### src/rtl/kmer_histogram_counter_core_assert.svh
// assertion macros shared by the kmer histogram counter rtl
// expects i_clk and i_rst_n in the scope of the including module
`ifndef KMER_HISTOGRAM_COUNTER_CORE_ASSERT_SVH
`define KMER_HISTOGRAM_COUNTER_CORE_ASSERT_SVH

// same-cycle implication, checked while out of reset
`define KHC_ASSERT_SAME(label, ante, cons) \
label: assert property (@(posedge i_clk) disable iff (!i_rst_n) (ante) |-> (cons)) \
    else $error("khc same-cycle check failed");

// next-cycle implication, checked while out of reset
`define KHC_ASSERT_NEXT(label, ante, cons) \
label: assert property (@(posedge i_clk) disable iff (!i_rst_n) (ante) |=> (cons)) \
    else $error("khc next-cycle check failed");

`endif

### src/rtl/khc_pkg.sv
// types, constants and the letter decoder of the kmer histogram counter
// no dependencies
package khc_pkg;

    localparam int INDEX_W     = 10;
    localparam int OUT_COUNT_W = 32;
    localparam int OP_W        = 2;
    localparam int CHAR_W      = 8;
    localparam int S_TDATA_W   = 24;
    localparam int M_TDATA_W   = 48;
    localparam int QUEUE_DEPTH = 3;
    localparam int QPTR_W      = 2;
    localparam int QCNT_W      = 2;

    typedef enum logic [OP_W-1:0] {
        OP_FEED     = 2'd0,
        OP_READ     = 2'd1,
        OP_BOUNDARY = 2'd2
    } t_op;

    typedef logic [INDEX_W-1:0]     t_index;
    typedef logic [OUT_COUNT_W-1:0] t_count_out;

    // read_index in the low bits
    typedef struct packed {
        t_count_out count_value;
        t_index     read_index;
    } t_result;

    typedef struct packed {
        logic       ok;
        logic [1:0] code;
    } t_letter;

    localparam logic [1:0] CODE_A = 2'd0;
    localparam logic [1:0] CODE_C = 2'd1;
    localparam logic [1:0] CODE_G = 2'd2;
    localparam logic [1:0] CODE_T = 2'd3;

    localparam logic [CHAR_W-1:0] CH_A_UP = 8'h41;
    localparam logic [CHAR_W-1:0] CH_C_UP = 8'h43;
    localparam logic [CHAR_W-1:0] CH_G_UP = 8'h47;
    localparam logic [CHAR_W-1:0] CH_T_UP = 8'h54;
    localparam logic [CHAR_W-1:0] CH_A_LO = 8'h61;
    localparam logic [CHAR_W-1:0] CH_C_LO = 8'h63;
    localparam logic [CHAR_W-1:0] CH_G_LO = 8'h67;
    localparam logic [CHAR_W-1:0] CH_T_LO = 8'h74;

    // cr, lf and every other non-base byte decode as not ok
    function automatic t_letter decode_letter(input logic [CHAR_W-1:0] ch);
        t_letter res;
        res.ok   = 1'b1;
        res.code = CODE_A;
        case (ch)
            CH_A_UP, CH_A_LO: res.code = CODE_A;
            CH_C_UP, CH_C_LO: res.code = CODE_C;
            CH_G_UP, CH_G_LO: res.code = CODE_G;
            CH_T_UP, CH_T_LO: res.code = CODE_T;
            default:          res.ok   = 1'b0;
        endcase
        return res;
    endfunction

endpackage

### src/rtl/khc_window.sv
// letter window: decodes bytes, shifts codes and tracks the valid run
// depends on khc_pkg
module khc_window #(
    parameter int WORD_LENGTH = 5
) (
    input  logic                     i_clk,
    input  logic                     i_rst_n,
    input  logic                     i_feed,
    input  logic                     i_flush,
    input  logic [khc_pkg::CHAR_W-1:0] i_char,
    output logic                     o_hit,
    output logic [2*WORD_LENGTH-1:0] o_addr
);

    localparam int WB    = 2 * WORD_LENGTH;
    localparam int RUN_W = $clog2(WORD_LENGTH + 1);

    logic [WB-1:0]    r_window, n_window;
    logic [RUN_W-1:0] r_run, n_run;
    logic [WB-1:0]    shifted;
    logic [RUN_W-1:0] run_inc;
    khc_pkg::t_letter dec;

    assign dec     = khc_pkg::decode_letter(i_char);
    assign shifted = WB'({r_window, dec.code});
    assign run_inc = (r_run < RUN_W'(WORD_LENGTH)) ? r_run + RUN_W'(1) : r_run;

    always_comb begin
        n_window = r_window;
        n_run    = r_run;
        if (i_flush || (i_feed && !dec.ok)) begin
            n_window = '0;
            n_run    = '0;
        end else if (i_feed) begin
            n_window = shifted;
            n_run    = run_inc;
        end
    end

    always_ff @(posedge i_clk) begin
        if (!i_rst_n) begin
            r_window <= '0;
            r_run    <= '0;
        end else begin
            r_window <= n_window;
            r_run    <= n_run;
        end
    end

    // the word completed by this letter, addressed in the same cycle
    assign o_hit  = i_feed && dec.ok && (run_inc == RUN_W'(WORD_LENGTH));
    assign o_addr = shifted;

endmodule

### config.mk
export PLATFORM = sky130hd
export DESIGN_NAME = khc_window
export DESIGN_NICKNAME = d
export VERILOG_FILES = /design/src/rtl/kmer_histogram_counter_core_assert.svh /design/src/rtl/khc_pkg.sv /design/src/rtl/khc_window.sv
export SDC_FILE = /design/constraint.sdc
export NUM_CORES = 1
export LEC_CHECK = 0
export BUFFER_PORTS_ARGS = -buffer_cell sky130_fd_sc_hd__buf_2
export CORE_MARGIN = 10
export CORE_UTILIZATION = 40
export CTS_BUF_LIST = sky130_fd_sc_hd__clkbuf_16
export DETAILED_ROUTE_END_ITERATION = 6
export PLACE_DENSITY = 0.8
export SKIP_CTS_REPAIR_TIMING = 1
export SLEW_MARGIN = 0
export SYNTH_ARGS = -nofsm -noshare
export SYNTH_HDL_FRONTEND = slang
export SYNTH_SLANG_ARGS = --single-unit
### constraint.sdc
create_clock -name i_clk -period 1 [get_ports i_clk]
set_input_delay 0.1 -clock i_clk [delete_from_list [all_inputs] [get_ports i_clk]]
set_output_delay 0.1 -clock i_clk [all_outputs]
set_load 0.005 [all_outputs]
# Word level (Yosys, flattened, before mapping)
# Cells that the tools add are included.
# totals
output_inout_bits	11
elab_cells	27
in_bits	12
register_bits	11
# op_classes
n_eq_ne	9
reduce_logical	10
order_cmp	1
mux	3
n_addsub	1
bitwise_logic	1
# op_table
operator	count
8-bit by 7-bit equality test with 1-bit output (second input constant)	8
2-bit OR reduction	4
8-bit OR reduction	1
2-bit case mux with 3 select lines	1
3-bit by 1-bit adder with 3-bit output (second input constant)	1
3-bit equality test (second input constant)	1
1-bit logical AND	3
3-bit < comparator (second input constant)	1
3-bit two-way mux	1
1-bit logical NOT	1
1-bit logical OR	1
1-bit two-way mux	1
1-bit inverter	1

# Depth between registers and ports, before layout
# depth
ltp_word	7
ltp_mapped	5
mapped_depth_nobuf	4

# Least setup slack after synthesis
# Ideal clock, no wire load.
# synth_path
path_type	input -> register
startpoint	input port i_char[3] (netlist bit)
endpoint	register r_run[0]
stages	4
path_buffers	0
arrival_ns	0.907
required_time_ns	0.912
setup_ns	0.088
path_slack_ns	0.005
path_cell_list	or3b_4 > nor2_4 > a21oi_2 > a311oi_2
# synth_between
elab_chain_len	7
elab_cells_between_ends	14
classes_between	eq/ne (8); mux (1); reduce/logical (5)
# synth_lines
item	line	rtl
start, declared	khc_window.sv:10	input logic [khc_pkg::CHAR_W-1:0] i_char,
8-bit by 7-bit equality test with 1-bit output	khc_pkg.sv:54	case (ch)
8-bit OR reduction (no source line) *	--	
1-bit two-way mux *	khc_pkg.sv:54	
1-bit logical NOT *	khc_window.sv:31	if (i_flush || (i_feed && !dec.ok)) begin
1-bit logical AND *	khc_window.sv:31	
1-bit logical OR *	khc_window.sv:31	
2-bit OR reduction (no source line) *	--	
end signal, assigned	khc_window.sv:46	r_run <= n_run;
end, declared	khc_window.sv:19	logic [RUN_W-1:0] r_run, n_run;
# Mark *: on every way between the ends. The rest lies on a longest branch, timed or not.
# A chain may end at the register's enable or synchronous reset.

==> metrics.txt <==
antenna viol nets, final 0; worst-case setup slack after placement -0.154 ns; DRC violation count after routing 0; register area share after synthesis 34.6%; synthesized area per cell 9.37 µm²; detailed-placement wirelength estimate 1340 µm; run status complete, but fails checks; Num Clock Sinks 11; ant diodes 0; final worst-path setup slack -0.0242 ns; total leakage power 0.414 nW; DP Cell Count 113; endpoints failing setup 1; global route overflow 0; overall die height 59.9 µm; Worst Tran Pin Value 0.238 ns; Final Max Slew Viols 0; first-pass GRT wire length 2680 µm; violations in the final reports setup timing; count of filler cells inserted in the layout 125; first-pass iteration count of the detailed router 4; worst clock skew 0.00359 ns; clock transition at the registers of the reported paths 0.04 ns; min-delay worst type primary input to register; core region area 1510 µm²; ratio of final minimum period to clock period 102%; starting DRC count in detailed routing 18; yosys warns 0; DR vias/cell 5.58; final RePlAce weighted congestion 0.730; GR Util All Layers 9.33%; area of the mapped netlist 637 µm²; clock tree from TritonCTS done; maximum level of the CTS H-tree 1; required time of the critical path 0.90 ns; number of buffers inserted by port buffering 21; final hold violations 0; Final Power 0.00133 W; arrival time of data at the critical path endpoint 0.92 ns; maximum number of pins on one net before global-route repair 16; Final nets 117; mean routed wirelength per cell 16.4 µm; Net Count, Synth 81; synth top area cells sky130_fd_sc_hd__dfxtp_1 (35%), sky130_fd_sc_hd__nand2b_1 (11%), sky130_fd_sc_hd__a21oi_1 (7.1%); crit path time final 1.02 ns; initial core utilization 42.3%; library cell used as clock root buffer sky130_fd_sc_hd__clkbuf_16; fraction of final layout cells with drive strength greater than 1 53.4%; Post-Route Hold Slack 0.198 ns; peak ir drop on the vdd network 1.17 mV; clock latency at the later pin of the worst-skew pair 0.24 ns; maximum fanout count along the critical path 4; I/O pins 23; detailed-route via count 664; number of buffers added by the clock tree synthesis step 3; FF+latch count, synth 11; initial antenna violation count 0; Max Clock Freq 976 MHz; largest buffer count on any clock path 2; vias in the first global route 664; count of mapped cells out of synthesis 68; die outline area 3590 µm²; count of non-filler cells in the finished layout 119; RSZ-0062 raised after global routing true; die boundary width 59.9 µm; sort of element at the start of the critical path register; Critical Path End Type output port; total power density per cell area 1360 nW/µm²; slew margin rel. 84.0%; Max Cap Viol 0; DRT Wirelength 1950 µm; top cell type by total area after synthesis sky130_fd_sc_hd__dfxtp_1; synthesis-to-finish area growth 54.6%; unique cell type count in the Yosys netlist 26; share of the synthesized area in the top cell type 34.6%; critical setup path kind register to output port; row count 14
==> where the power goes <==
| group | switching, W | internal [W] |
|---|---|---|
| Combinational | 0.0000814 | 0.0000904 |
| Sequential | 0.00000106 | 0.000442 |
| Clock | 0.000195 | 0.000525 |
==> through the flow <==
stage	TNS, ns	utilization, %	area (µm²)
4_1_cts	-0.133	59.0	888
3_5_place_dp	-0.965	53.7	810
2_1_floorplan	0	-	637
3_3_place_gp	-0.626	53.7	810
6_report	-0.0242	65.4	985
5_1_grt	-0.177	65.4	985
==> worst max-delay path, cell delays in order, from the launching register on <==
cell	delay (ns)
sky130_fd_sc_hd__dfxtp_2	0.33
sky130_fd_sc_hd__nand2b_4	0.14
sky130_fd_sc_hd__nor3_2	0.09
sky130_fd_sc_hd__buf_2	0.13
==> cells by family after synthesis <==
group | count (synthesis) | share of synthesized area (%)
DFF | 11 | 34.6
and+or+nand+nor | 36 | 38.5
AOI/OAI and AO/OA | 16 | 18.9
adders and majority gates | 1 | 1.96
buffers and inverters | 4 | 6.09
==> per-layer routing <==
layer  GRT usage, %  vias to the layer above  wire (µm)
met5              0                        -          0
met4           3.21                        0         21
met3           4.03                        2        118
met2           16.9                       24       1090
met1           9.15                      319        719
li1               -                      319          -
==> Yosys cell counts <==
| master | number |
|---|---|
| sky130_fd_sc_hd__o211a_1 | 1 |
| sky130_fd_sc_hd__nand4_1 | 6 |
| sky130_fd_sc_hd__nor2_4 | 1 |
| sky130_fd_sc_hd__nand4bb_2 | 1 |
| sky130_fd_sc_hd__and3b_1 | 1 |
| sky130_fd_sc_hd__a311oi_2 | 1 |
| sky130_fd_sc_hd__nor3b_1 | 1 |
| sky130_fd_sc_hd__inv_1 | 1 |
| sky130_fd_sc_hd__nand2b_1 | 11 |
| sky130_fd_sc_hd__or3b_4 | 1 |
| sky130_fd_sc_hd__nor3_1 | 2 |
| sky130_fd_sc_hd__dfxtp_1 | 11 |
| sky130_fd_sc_hd__nand3_1 | 2 |
| sky130_fd_sc_hd__a21oi_1 | 9 |
| sky130_fd_sc_hd__ha_1 | 1 |
| sky130_fd_sc_hd__a21oi_2 | 2 |
| sky130_fd_sc_hd__nor2b_4 | 1 |
| sky130_fd_sc_hd__nor2_1 | 2 |
| sky130_fd_sc_hd__a32oi_1 | 1 |
| sky130_fd_sc_hd__o21ai_4 | 1 |
| sky130_fd_sc_hd__a211oi_1 | 1 |
| sky130_fd_sc_hd__nand2_1 | 5 |
| sky130_fd_sc_hd__nand4bb_1 | 1 |
| sky130_fd_sc_hd__clkbuf_8 | 2 |
| sky130_fd_sc_hd__buf_4 | 1 |
| sky130_fd_sc_hd__nor3b_2 | 1 |
==> layout by cell type (no fill, tap or decap), drive strengths merged, types with 2 or more instances in the layout <==
cell / count
dfxtp: 11
nand2b: 11
nor2: 3
nand2: 5
nor3: 2
clkbuf: 3
nand4: 6
nand3: 2
nor3b: 2
inv: 2
buf: 34
nand4bb: 2
a21oi: 11
==> path summary, 6_finish.rpt <==
| kind | cells after the start | slack (ns) | from | to |
|---|---|---|---|---|
| max | 3 | -0.02 | register | o_hit |
| min | 2 | 0.20 | i_feed | r_run[0] |
| max reg2reg | 3 | 0.01 | register | register |
| min reg2reg | 2 | 0.48 | r_window[7] | r_window[7] |
==> area by class of cell <==
| type | instances | area (µm²) | area share, % |
|---|---|---|---|
| Clock buffer | 3 | 75.1 | 7.62 |
| Multi-Input combinational cell | 53 | 444 | 45.1 |
| Tap cell | 16 | 20.0 | 2.03 |
| Clock inverter | 1 | 3.75 | 0.381 |
| Sequential cell | 11 | 223 | 22.6 |
| Timing Repair Buffer | 34 | 215 | 21.9 |
| Inverter | 1 | 3.75 | 0.381 |
Power figures use the tool's default switching activity.
