`src/rtl/kmer_histogram_counter_core_assert.svh`:
```
// assertion macros shared by the kmer histogram counter rtl
// expects i_clk and i_rst_n in the scope of the including module
`ifndef KMER_HISTOGRAM_COUNTER_CORE_ASSERT_SVH
`define KMER_HISTOGRAM_COUNTER_CORE_ASSERT_SVH

// same-cycle implication, checked while out of reset
`define KHC_ASSERT_SAME(label, ante, cons) \
label: assert property (@(posedge i_clk) disable iff (!i_rst_n) (ante) |-> (cons)) \
    else $error("khc same-cycle check failed");

// next-cycle implication, checked while out of reset
`define KHC_ASSERT_NEXT(label, ante, cons) \
label: assert property (@(posedge i_clk) disable iff (!i_rst_n) (ante) |=> (cons)) \
    else $error("khc next-cycle check failed");

`endif

```
`src/rtl/khc_pkg.sv`:
```
// types, constants and the letter decoder of the kmer histogram counter
// no dependencies
package khc_pkg;

    localparam int INDEX_W     = 10;
    localparam int OUT_COUNT_W = 32;
    localparam int OP_W        = 2;
    localparam int CHAR_W      = 8;
    localparam int S_TDATA_W   = 24;
    localparam int M_TDATA_W   = 48;
    localparam int QUEUE_DEPTH = 3;
    localparam int QPTR_W      = 2;
    localparam int QCNT_W      = 2;

    typedef enum logic [OP_W-1:0] {
        OP_FEED     = 2'd0,
        OP_READ     = 2'd1,
        OP_BOUNDARY = 2'd2
    } t_op;

    typedef logic [INDEX_W-1:0]     t_index;
    typedef logic [OUT_COUNT_W-1:0] t_count_out;

    // read_index in the low bits
    typedef struct packed {
        t_count_out count_value;
        t_index     read_index;
    } t_result;

    typedef struct packed {
        logic       ok;
        logic [1:0] code;
    } t_letter;

    localparam logic [1:0] CODE_A = 2'd0;
    localparam logic [1:0] CODE_C = 2'd1;
    localparam logic [1:0] CODE_G = 2'd2;
    localparam logic [1:0] CODE_T = 2'd3;

    localparam logic [CHAR_W-1:0] CH_A_UP = 8'h41;
    localparam logic [CHAR_W-1:0] CH_C_UP = 8'h43;
    localparam logic [CHAR_W-1:0] CH_G_UP = 8'h47;
    localparam logic [CHAR_W-1:0] CH_T_UP = 8'h54;
    localparam logic [CHAR_W-1:0] CH_A_LO = 8'h61;
    localparam logic [CHAR_W-1:0] CH_C_LO = 8'h63;
    localparam logic [CHAR_W-1:0] CH_G_LO = 8'h67;
    localparam logic [CHAR_W-1:0] CH_T_LO = 8'h74;

    // cr, lf and every other non-base byte decode as not ok
    function automatic t_letter decode_letter(input logic [CHAR_W-1:0] ch);
        t_letter res;
        res.ok   = 1'b1;
        res.code = CODE_A;
        case (ch)
            CH_A_UP, CH_A_LO: res.code = CODE_A;
            CH_C_UP, CH_C_LO: res.code = CODE_C;
            CH_G_UP, CH_G_LO: res.code = CODE_G;
            CH_T_UP, CH_T_LO: res.code = CODE_T;
            default:          res.ok   = 1'b0;
        endcase
        return res;
    endfunction

endpackage

```
`src/rtl/khc_outq.sv`:
```
// three-word result queue between the histogram stage and the output port
// depends on khc_pkg
module khc_outq (
    input  logic                       i_clk,
    input  logic                       i_rst_n,
    input  logic                       i_push,
    input  khc_pkg::t_result           i_data,
    output logic                       o_valid,
    input  logic                       i_ready,
    output khc_pkg::t_result           o_data,
    output logic [khc_pkg::QCNT_W-1:0] o_count
);

    localparam int D = khc_pkg::QUEUE_DEPTH;

    khc_pkg::t_result            r_mem [D];
    logic [khc_pkg::QPTR_W-1:0]  r_head, r_tail;
    logic [khc_pkg::QCNT_W-1:0]  r_count, n_count;
    logic                        pop;

    function automatic logic [khc_pkg::QPTR_W-1:0] ptr_next(
        input logic [khc_pkg::QPTR_W-1:0] p);
        return (p == khc_pkg::QPTR_W'(D - 1)) ? '0 : p + khc_pkg::QPTR_W'(1);
    endfunction

    assign pop = o_valid && i_ready;

    always_comb begin
        n_count = r_count;
        if (i_push && !pop) begin
            n_count = r_count + khc_pkg::QCNT_W'(1);
        end else if (pop && !i_push) begin
            n_count = r_count - khc_pkg::QCNT_W'(1);
        end
    end

    always_ff @(posedge i_clk) begin
        if (!i_rst_n) begin
            r_head  <= '0;
            r_tail  <= '0;
            r_count <= '0;
        end else begin
            r_count <= n_count;
            if (i_push) begin
                r_tail <= ptr_next(r_tail);
            end
            if (pop) begin
                r_head <= ptr_next(r_head);
            end
        end
    end

    always_ff @(posedge i_clk) begin
        if (i_push) begin
            r_mem[r_tail] <= i_data;
        end
    end

    assign o_valid = (r_count != '0);
    assign o_data  = r_mem[r_head];
    assign o_count = r_count;

endmodule

```
`config.mk`:
```
export PLATFORM = sky130hd
export DESIGN_NAME = khc_outq
export DESIGN_NICKNAME = d
export VERILOG_FILES = /design/src/rtl/kmer_histogram_counter_core_assert.svh /design/src/rtl/khc_pkg.sv /design/src/rtl/khc_outq.sv
export SDC_FILE = /design/constraint.sdc
export NUM_CORES = 1
export LEC_CHECK = 0
export BUFFER_PORTS_ARGS = -buffer_cell sky130_fd_sc_hd__buf_2
export CAP_MARGIN = 10
export CORE_UTILIZATION = 40
export CTS_CLUSTER_DIAMETER = 50
export DETAILED_ROUTE_END_ITERATION = 12
export PLACE_DENSITY = 0.72
export SYNTH_ARGS = -nofsm -noshare
export SYNTH_HDL_FRONTEND = slang
export SYNTH_SLANG_ARGS = --single-unit
```
`constraint.sdc`:
```
create_clock -name i_clk -period 8.1 [get_ports i_clk]
set_input_delay 0.405 -clock i_clk [delete_from_list [all_inputs] [get_ports i_clk]]
set_output_delay 0.405 -clock i_clk [all_outputs]
set_load 0.05 [all_outputs]
```
* Word-level counts from Yosys, hierarchy flattened *
Memory sizes are Yosys's and may differ from the RTL's. A register that Yosys moved wholly into a read port is not among the register bits.
Index checks and enable logic that the tools add are counted.

storage, ports and cells
  register bits = 6
  memories kept = 1
  output and inout port bits = 45
  word-level logic and storage cells = 25
  memory bits (writable) = 126
  input bits = 46

memory list
  memory  words  bits a word  rd ports  clocked after Yosys merged registers in  wr ports  line            RTL
  r_mem   3      42           1         1                                        1         khc_outq.sv:16  khc_pkg::t_result r_mem [D];

cells by class
  $add $sub $neg = 4
  equal/unequal tests = 2
  mux-type cells = 8
  reductions and logical operators = 7

operator list
  kind                                               number
  2-to-1 mux 2 bit                                   6
  adder 2 x 1 -> 2 bit (second input constant)       3
  == test 2 bit (second input constant)              2
  nonzero test 2 bit                                 2
  logical AND 1 bit                                  3
  zero test 1 bit                                    2
  2-to-1 mux 1 bit                                   2
  subtractor 2 x 1 -> 2 bit (second input constant)  1

* Logic depth before layout (Yosys ltp) *
Gate-level depths: netlist of run 1.

  depth after elaboration = 5
  depth in mapped cells = 5
  mapped depth without buffers = 5

* Worst setup path before layout of run 1 *
Ideal clock, no wire load.

  path kind = in2reg
  start = input port i_push
  end = memory r_mem[0][0] (netlist bit), enable pin
  stages on the path = 1
  setup slack = 4.063 ns
  data arrival time = 3.533 ns
  path buffers = 0
  setup time = 0.505 ns
  data required time = 7.595 ns
  cells stage by stage = nor3b_1

between the ends
  longest elaborated chain between the ends = 2

ends and longest elaborated chain
  item                                    line            RTL
  from (decl)                             khc_outq.sv:6   input logic i_push,
  2-to-1 mux 1 bit                        khc_outq.sv:54  if (i_push) begin
  2-to-1 mux 1 bit (not written as such)  khc_outq.sv:55  r_mem[r_tail] <= i_data;
  to (decl)                               khc_outq.sv:16

Every way passes these cells.

==> reports/qor_table.md, run 1 <==
| Parameter | This run |
| --- | --- |
| Status | complete, no violations |
| Cell variety after synth | 24 |
| Flip-flop cell with the highest count after synthesis | sky130_fd_sc_hd__edfxtp_1 |
| Fmax | 0.373 GHz |
| Setup crit end kind | output port |
| Count of routing violations after the opening detailed-route iteration | 122 |
| Final Max Slew Viols | 0 |
| Synth top area cells | sky130_fd_sc_hd__edfxtp_1, sky130_fd_sc_hd__mux2i_1, sky130_fd_sc_hd__o21ai_1 |
| Final count of hold timing violations | 0 |
| Standard cell with the maximum stage delay on the critical path | sky130_fd_sc_hd__dfxtp_2 |
| Length of routed met2 wiring | 4290 microns |
| Filler instances | 1,021 |
| Switching pwr | 0.000683 W |
| Post-synth top cells | sky130_fd_sc_hd__edfxtp_1, sky130_fd_sc_hd__nand2_1, sky130_fd_sc_hd__mux2i_1 |
| Final weighted congestion in routability-driven placement | 0.670 |
| Detailed-routed wire length on met3 | 403 microns |
| Buffer count from post-CTS setup fixing | 0 |
| Count of cells resized by post-cts repair | 0 |
| Synth-to-layout area growth | 25.1% |
| Async set or reset register ratio after synthesis | 0% |
| Final setup skew | 6.67 ps |
| Most frequent cell after synthesis | sky130_fd_sc_hd__edfxtp_1 |
| GRT Residual Overflow | 0 |
| Vias in the first global route | 2,735 |
| Detail Placement HPWL | 5220 microns |
| Actual transition at the worst max-transition pin | 1070 ps |
| Total via count in the routed design | 2,693 |
| Critical Path RT | 7700 ps |
| IO buf count | 90 |
| Post-route worst setup slack | 5420 ps |
| Slew Limit Headroom | 28.8% |
| Met1 Routed Length | 4000 microns |
| Final setup violation count | 0 |
| Power share of the combinational group | 23.5% |
| Wire length of the first global-routing pass | 13,700 microns |
| Internal cell power | 0.00145 W |
| Ordered list of cells on the worst path | buf_4, mux2i_1, o21ai_1, buf_2 |
| Register area share after synthesis | 79.5% |
| Mapped Cells | 297 |
| Count of TritonRoute iterations in the first routing pass | 5 |
| Setup slack after placement | 5800 ps |
| Synthesized Nets | 344 |
| CP delay by family, top | flip-flops |
| Tightest Hold Check Type | input port to register |
| Fraction of power consumed by the clock network | 37.0% |
| Highest metal layer with signal wires | met4 |
| Biggest area consumer among synthesized cells | sky130_fd_sc_hd__edfxtp_1 |
| Number of enable flip-flop cells after synthesis | 126 |
| Post-route worst hold slack | 200 ps |
| Total power per unit cell area | 343 nW/um^2 |
| Core outline area | 12,100 sq um |
| Type of the worst setup path | register to output port |
| Routed wirelength normalized by instance count | 15.3 microns |
| FP Rows | 40 |
| Tot GR Track Use | 14.5% |
| TritonCTS clock tree | done |
| Pin count of the biggest net entering global routing | 48 |
| Total Wirelength | 8810 microns |
| Post-synthesis average cell area | 16.7 sq um |
| Cell area after synthesis | 4960 sq um |
| Register share of total power | 39.4% |
| Final layout net count | 443 |
| Endpoint arrival time on the critical path | 2270 ps |
| Sinks on Clock Net | 134 |
| Chip height | 113 microns |
| Number of top-level pins | 91 |
| Setup TNS | 0 ps |
| Highest net fanout along the worst path | 22 |
| Min Clock Period, post-route | 2680 ps |
| Number of clock buffers inserted by TritonCTS | 17 |
| Fraction of final layout cells sized beyond drive strength 1 | 31.1% |
| Buffers plus inverters on the worst setup path | 2 |
| Starting density of the core | 41.1% |
| Remaining design rule violation count | 0 |
| Standby leakage power | 2.16 nW |
| Final period utilization | 33.1% |
| Vias per Instance | 4.68 |
| Hold-fix buffers at CTS | 0 |
| Post-DRT Antenna Nets | 0 |
| CTS Root Cell | sky130_fd_sc_hd__clkbuf_16 |
| Die Outline Area | 12,900 sq um |
| Clock slew at the register clock pins of the worst setup and hold paths | 60 ps |
| Setup repair after global routing missed its margin | false |
| Flip-flop and latch count after synthesis | 134 |
| Width of the die | 113 microns |
| Crit-path max cell delay | 790 ps |
| Switching share of power | 32.1% |
| Clk buf depth | 2 |
| Antenna violations before repair | 0 |
| Worst vdd rail ir drop | 0.000198 V |
| Portion of synthesized cell area occupied by the leading cell type | 76.2% |
| Diode insertion count for antenna repair | 0 |
| Total number of yosys warnings | 0 |
| Number of levels in the clock H-tree | 4 |
| Category of the worst setup path launch point | register |
| Worst-Skew Late Latency | 400 ps |
| Maximum Capacitance Violations | 0 |
layout make-up:
cell class	instances	area (sq um)	share of cell area (%)
well taps	168	210	3.39
clock inverters	12	179	2.88
repair buffers	94	480	7.74
multi-input cells	149	961	15.5
flip-flops and latches	134	3950	63.6
clock buffers	19	433	6.97
power by group through the flow:
stage / combinational (W) / clock (W) / sequential, W
after floorplan: 0.000403 / 0 / 0.000845
after global placement: 0.000499 / 0 / 0.000852
after detailed placement: 0.000507 / 0 / 0.000855
after CTS: 0.000508 / 0.000802 / 0.000842
after global routing: 0.000529 / 0.000832 / 0.000847
final: 0.000501 / 0.000789 / 0.000840
flip-flops by register name, summed over array words and instances, names as in the netlist, named ones only:
name and count:
r_mem 126, r_tail 2, o_count 2, r_head 2
metrics by stage:
stage	utilization, %	power, W	area [sq um]	std cells
floorplan	-	0.00125	4960	297
global placement	46.4	0.00135	5600	545
detailed placement	46.4	0.00136	5600	545
CTS	51.5	0.00215	6210	576
global route	51.5	0.00221	6210	576
finish	51.5	0.00213	6210	576
cell usage in the layout, fill, tap and decap left out, types with 2 or more instances in the layout:
master,Yosys,routed
sky130_fd_sc_hd__buf_2,3,90
sky130_fd_sc_hd__clkinv_4,0,4
sky130_fd_sc_hd__clkbuf_16,0,17
sky130_fd_sc_hd__o21a_1,2,2
sky130_fd_sc_hd__nor2b_1,2,2
sky130_fd_sc_hd__dfxtp_1,8,6
sky130_fd_sc_hd__clkbuf_1,6,2
sky130_fd_sc_hd__or3_1,2,2
sky130_fd_sc_hd__bufinv_16,0,4
sky130_fd_sc_hd__edfxtp_1,126,126
sky130_fd_sc_hd__buf_4,4,4
sky130_fd_sc_hd__mux2i_1,42,42
sky130_fd_sc_hd__clkinv_1,0,2
sky130_fd_sc_hd__o21ai_0,3,3
sky130_fd_sc_hd__dfxtp_2,0,2
sky130_fd_sc_hd__nand2_1,45,45
sky130_fd_sc_hd__a21boi_1,3,3
sky130_fd_sc_hd__o21ai_1,40,40
cell families after synthesis:
group | Yosys count | synth area share [%]
compound gates | 49 | 5.27
buf+inv | 14 | 1.44
mux | 42 | 8.47
flops | 134 | 79.5
fa+ha+maj | 1 | 0.252
simple gates | 55 | 4.74
xor+xnor | 2 | 0.353
routing by layer:
metal / up-vias / GRT usage [%]
met2: 64 / 24.1
met1: 1302 / 17.7
met4: 0 / 6.32
li1: 1316 / -
met5: - / 0
met3: 11 / 4.46
path summary, 6_finish.rpt:
check,startpoint,endpoint,slack (ps),cells after the start
hold reg to reg,r_head[0]$_SDFFE_PN0P_,register,480,2
setup / recovery,register,o_data[17],5420,4
setup reg to reg,r_tail[0]$_SDFFE_PN0P_,r_mem[1][1]$_DFFE_PP_,6320,1
hold / removal,i_data[34],r_mem[1][34]$_DFFE_PP_,200,1
No activity file was read; power rests on OpenSTA's default activity.
==> run 2: changes to the inputs <==
clock period = 2.61 ns   (was 8.1 ns; I/O delays follow)
==> run 2 against run 1 <==
Net effect:
- sequential cell count is the same
- power grew to 3.0 times the previous value
- sequential power grew to 3.0 times the previous value
- routed wire length grew 1.3%
- first-iteration DRC count grew 12%
- non-clock buffer count grew 45
- cell area grew 7.5%
- clock power grew to 2.9 times the previous value
- largest cell class unchanged
- critical path depth is the same
- register-to-register slack lost 5400 ps
- setup slack lost 4700 ps
- clock skew shrank 1.1 ps
- highest routed layer unchanged
==> reports/qor_table.md, run 2 (same netlist as run 1, synthesis figures left out) <==
| Parameter | This run | Change |
| --- | --- | --- |
| Total Wirelength | 8920 microns | +1.3% |
| Diode insertion count for antenna repair | 0 | unchanged |
| GRT met1 Usage | 17.6% | -0.13 points |
| Final layout net count | 488 | +10% |
| IO buf count | 90 | unchanged |
| Final Max Slew Viols | 0 | unchanged |
| Number of top-level pins | 91 | unchanged |
| Post-route worst hold slack | 61.6 ps | -138 ps |
| Filler instances | 972 | -4.8% |
| Width of the die | 113 microns | unchanged |
| Number of levels in the clock H-tree | 4 | unchanged |
| Worst-Skew Late Latency | 410 ps | about the same |
| Standard cell with the maximum stage delay on the critical path | sky130_fd_sc_hd__dfxtp_2 |  |
| Detail Placement HPWL | 5180 microns | -0.89% |
| Utilization after layout | 55.3% | +3.8 points |
| Endpoint arrival time on the critical path | 1720 ps | -550 ps |
| Tightest Hold Check Type | input port to register |  |
| TritonCTS clock tree | done |  |
| Fmax | 0.540 GHz |  |
| Routed wirelength normalized by instance count | 14.3 microns | -6.2% |
| Crit-path max cell delay | 330 ps | -460 ps |
| Clock slew at the register clock pins of the worst setup and hold paths | 50 ps | about the same |
| Wire length of the first global-routing pass | 14,100 microns | +3.0% |
| Pin count of the biggest net entering global routing | 85 | +77% |
| Chip height | 113 microns | unchanged |
| Vias in the first global route | 2,906 | +6.3% |
| Post-DRT Antenna Nets | 0 | unchanged |
| Maximum Capacitance Violations | 0 | unchanged |
| Count of TritonRoute iterations in the first routing pass | 4 | -1 |
| Global routing usage on met3 | 5.37% | +0.90 points |
| Critical Path RT | 2480 ps | -5220 ps |
| CTS Root Cell | sky130_fd_sc_hd__clkbuf_16 |  |
| Met2 track demand over resource in global routing | 25.3% | +1.2 points |
| Starting density of the core | 41.1% | unchanged |
| Commonest cells after routing, fill and taps aside | sky130_fd_sc_hd__edfxtp_1, sky130_fd_sc_hd__buf_2, sky130_fd_sc_hd__nand2_1 |  |
| Register bank with the most flops | r_mem |  |
| Vias per Instance | 4.57 | -2.2% |
| Number of clock buffers inserted by TritonCTS | 17 | unchanged |
| Die Outline Area | 12,900 sq um | unchanged |
| Setup crit end kind | output port |  |
| Standby leakage power | 2.34 nW | +8.6% |
| FP Rows | 40 | unchanged |
| Status | complete, no violations |  |
| Clk buf depth | 2 | unchanged |
| Slew Limit Headroom | 59.6% | +31 points |
| Final count of hold timing violations | 0 | unchanged |
| CP delay by family, top | buffers and inverters |  |
| Count of cells resized by post-cts repair | 0 | unchanged |
| Placed cell count | 547 | +0.37% |
| Commonest non-fill, non-tap cell in the layout | sky130_fd_sc_hd__edfxtp_1 |  |
| Total power per unit cell area | 973 nW/um^2 | +180% |
| Setup repair after global routing missed its margin | false |  |
| Fraction of final layout cells sized beyond drive strength 1 | 28.9% | -2.3 points |
| Highest net fanout along the worst path | 42 | +91% |
| Sinks on Clock Net | 134 | unchanged |
| Global route hottest layer | met2 |  |
| Total via count in the routed design | 2,844 | +5.6% |
| Antenna violations before repair | 0 | unchanged |
| Category of the worst setup path launch point | register |  |
| Final period utilization | 70.9% |  |
| Worst vdd rail ir drop | 0.000534 V | +170% |
| Max reg flops | 126 | unchanged |
| Final setup violation count | 0 | unchanged |
| Type of the worst setup path | register to output port |  |
| Setup TNS | 0 ps | unchanged |
| Actual transition at the worst max-transition pin | 606 ps | -461 ps |
| GRT Residual Overflow | 0 | unchanged |
| Count of routing violations after the opening detailed-route iteration | 137 | +12% |
| Core outline area | 12,100 sq um | unchanged |
| Ordered list of cells on the worst path | buf_12, mux2i_1, o21ai_0, buf_2 |  |
| Remaining design rule violation count | 0 | unchanged |
| Buffers plus inverters on the worst setup path | 2 | unchanged |
| Non-Filler Instances | 622 | +8.0% |
| Min Clock Period, post-route | 1850 ps |  |
| Tot GR Track Use | 15.1% | +0.53 points |
| Final weighted congestion in routability-driven placement | 0.674 | +0.61% |
| Synth-to-layout area growth | 34.5% |  |
| Final setup skew | 5.53 ps | -1.14 ps |
[run 2: final timing paths]
path,start,endpoint,slack [ps],cells after the start
max reg2reg,r_tail[0]$_SDFFE_PN0P_,r_mem[1][6]$_DFFE_PP_,950,2
min reg2reg,r_head[1]$_SDFFE_PN0P_,register,480,2
max,register,o_data[0],760,4
min,i_ready,register,60,4
[run 2: repair_timing]
item	4_1_cts	5_1_grt
buffers inserted	0	0
endpoints found under the setup margin	0	0
hold buffers	43	0
endpoints found under the hold margin	128	0
[run 2: worst reg2reg max path, delay by kind of cell, from the launching register on]
kind | cells | cell delay, ps
buf+inv | 1 | 270
flops | 1 | 450
simple gates | 1 | 630
[run 2: cell type report]
class | instances | area, sq um | area share, %
Tap cell | 168 | 210 | 3.15
Clock inverter | 8 | 71.3 | 1.07
Timing Repair Buffer | 139 | 976 | 14.6
Clock buffer | 24 | 502 | 7.52
Sequential cell | 134 | 3950 | 59.1
Multi-Input combinational cell | 149 | 967 | 14.5
[run 2: power breakdown]
group | internal [W] | switching, W | total, W
registers | 0.00248 | 0.0000541 | 0.00254
logic | 0.000478 | 0.00123 | 0.00171
clock network | 0.00143 | 0.000824 | 0.00225
total | 0.00439 | 0.00211 | 0.00649
[run 2: layer usage]
metal  vias to the layer above  wire length, microns
met5                         -                     0
met1                      1359                  3920
met3                        14                   383
met2                        66                  4480
li1                       1405                     -
met4                         0                   138
[run 2: stage by stage]
stage               setup WS (ps)  cell area (sq um)  power [W]
detailed placement            919               5670    0.00426
global placement              970               5670    0.00422
floorplan                     120               4970    0.00387
global route                  646               6670    0.00674
finish                        758               6670    0.00649
CTS                           736               6670    0.00657
==> run 3: changes to the inputs <==
clock period = 1.8 ns   (was 2.61 ns; I/O delays follow)
==> run 3 against run 2 <==
Net effect:
- routed wire length up 3.2%
- hold slack got worse by 22 ps
- clock power rose by 60%
==> reports/qor_table.md, run 3 (same netlist as run 1, synthesis figures left out) <==
| Parameter | This run | Change |
| --- | --- | --- |
| Final count of hold timing violations | 0 | unchanged |
| Fmax | 0.574 GHz |  |
| Tightest Hold Check Type | input port to register |  |
| Wire length of the first global-routing pass | 14,200 microns | +0.83% |
| Commonest non-fill, non-tap cell in the layout | sky130_fd_sc_hd__edfxtp_1 |  |
| Die Outline Area | 12,900 sq um | unchanged |
| Standby leakage power | 2.38 nW | +1.8% |
| Clock slew at the register clock pins of the worst setup and hold paths | 60 ps | about the same |
| Status | complete, no violations |  |
| Post-DRT Antenna Nets | 0 | unchanged |
| Placed cell area | 5660 sq um | -0.13% |
| Commonest cells after routing, fill and taps aside | sky130_fd_sc_hd__edfxtp_1, sky130_fd_sc_hd__buf_2, sky130_fd_sc_hd__nand2_1 |  |
| GRT Residual Overflow | 0 | unchanged |
| Slew Limit Headroom | 72.1% | +12 points |
| Register bank with the most flops | r_mem |  |
| Final layout net count | 491 | +0.61% |
| Vias per Instance | 4.62 | +1.1% |
| Pin count of the biggest net entering global routing | 44 | -48% |
| Non-Filler Instances | 625 | +0.48% |
| IO buf count | 90 | unchanged |
| Maximum Capacitance Violations | 0 | unchanged |
| Clk buf depth | 2 | unchanged |
| Category of the worst setup path launch point | register |  |
| Count of routing violations after the opening detailed-route iteration | 161 | +18% |
| Number of top-level pins | 91 | unchanged |
| Setup crit end kind | output port |  |
| Total via count in the routed design | 2,888 | +1.5% |
| Actual transition at the worst max-transition pin | 419 ps | -187 ps |
| Sinks on Clock Net | 134 | unchanged |
| Final setup violation count | 0 | unchanged |
| Final Max Slew Viols | 0 | unchanged |
| Type of the worst setup path | register to output port |  |
| CTS Root Cell | sky130_fd_sc_hd__clkbuf_16 |  |
| FP Rows | 40 | unchanged |
| Fraction of final layout cells sized beyond drive strength 1 | 29.1% | +0.25 points |
| Core outline area | 12,100 sq um | unchanged |
| Number of levels in the clock H-tree | 4 | unchanged |
| Worst-Skew Late Latency | 400 ps | about the same |
| Flop-to-flop setup slack | 330 ps | -620 ps |
| Total Wirelength | 9210 microns | +3.2% |
| Width of the die | 113 microns | unchanged |
| Final setup skew | 6.21 ps | +0.678 ps |
| Chip height | 113 microns | unchanged |
| Starting density of the core | 41.1% | unchanged |
| Synth-to-layout area growth | 35.8% |  |
| Total power per unit cell area | 1460 nW/um^2 | +50% |
| Setup repair after global routing missed its margin | true |  |
| Post-layout power | 0.00984 W | +51% |
| Final period utilization | 96.7% |  |
| Critical Path RT | 1710 ps | -770 ps |
| Cell area after layout | 6740 sq um | +1.0% |
| TritonCTS clock tree | done |  |
| Endpoint arrival time on the critical path | 1650 ps | -70 ps |
| Routed wirelength normalized by instance count | 14.7 microns | +2.7% |
| Utilization after layout | 55.9% | +0.56 points |
| Diode insertion count for antenna repair | 0 | unchanged |
| Remaining design rule violation count | 0 | unchanged |
| Max reg flops | 126 | unchanged |
| Min Clock Period, post-route | 1740 ps |  |
| Worst vdd rail ir drop | 0.000877 V | +64% |
| Antenna violations before repair | 0 | unchanged |
| Placed cell count | 549 | +0.37% |
| Number of clock buffers inserted by TritonCTS | 17 | unchanged |
| Highest net fanout along the worst path | 42 | unchanged |
| Tot GR Track Use | 14.9% | -0.14 points |
| Detail Placement HPWL | 5050 microns | -2.4% |
| Final weighted congestion in routability-driven placement | 0.673 | -0.15% |
| Count of TritonRoute iterations in the first routing pass | 4 | unchanged |
| Vias in the first global route | 2,938 | +1.1% |
-- run 3: cell count changes in the layout (fill, tap and decap cells not counted), moves of 2 or more --
cell,previous run,this run
sky130_fd_sc_hd__buf_12,4,2
sky130_fd_sc_hd__buf_4,2,6
sky130_fd_sc_hd__bufinv_16,1,5
sky130_fd_sc_hd__clkbuf_1,2,4
sky130_fd_sc_hd__clkbuf_8,5,0
sky130_fd_sc_hd__clkinvlp_4,3,1
sky130_fd_sc_hd__dfxtp_1,6,4
sky130_fd_sc_hd__dfxtp_2,2,4
-- run 3: worst max-delay path: stages (launching register included) --
cell and delay [ps]:
sky130_fd_sc_hd__dfxtp_2 320, sky130_fd_sc_hd__buf_4 360, sky130_fd_sc_hd__nand2_1 130, sky130_fd_sc_hd__o21ai_1 130, sky130_fd_sc_hd__buf_2 290
-- run 3: through the flow --
step / setup slack [ps] / hold slack (ps) / TNS (ps)
CTS: 14.8 / 22.4 / 0
global placement: 392 / 289 / 0
detailed placement: 338 / 294 / 0
finish: 58.8 / 39.6 / 0
global route: -37.6 / 36.6 / -128
floorplan: -94.8 / 189 / -3980
-- run 3: worst paths after layout --
| path | start | end | cells after the start |
|---|---|---|---|
| worst min-delay path | i_ready | register | 4 |
| worst max register to register | o_count[0]$_SDFFE_PN0P_ | o_count[1]$_SDFFE_PN0P_ | 4 |
| worst min register to register | r_head[0]$_SDFFE_PN0P_ | register | 2 |
| worst max-delay path | register | o_data[26] | 4 |
-- run 3: report_power, final --
part | internal [W] | switching (W)
clock | 0.00244 | 0.00117
sequential | 0.00360 | 0.0000923
combinational | 0.000726 | 0.00181
total | 0.00677 | 0.00307
-- run 3: area by class of cell --
class / count / area, sq um
fill: 958 / 5320
multi-input combinational: 149 / 967
clock buffer: 21 / 440
sequential: 134 / 3950
clock inverter: 11 / 180
timing repair buffer: 142 / 993
tap: 168 / 210
-- run 3: metal layers --
metal	track usage (%)	part of all wire [%]	vias to the layer above
met3	4.68	4.1	6
met1	18.1	45	1392
li1	-	-	1418
met4	5.53	0.88	0
met2	25.2	50	72
met5	0	0	-
-- run 3: repair_timing --
action	4_1_cts	5_1_grt
setup endpoints to repair	0	9
resized for setup	0	1
buffers inserted	0	0
endpoints found under the hold margin	132	0
hold buffers	43	0
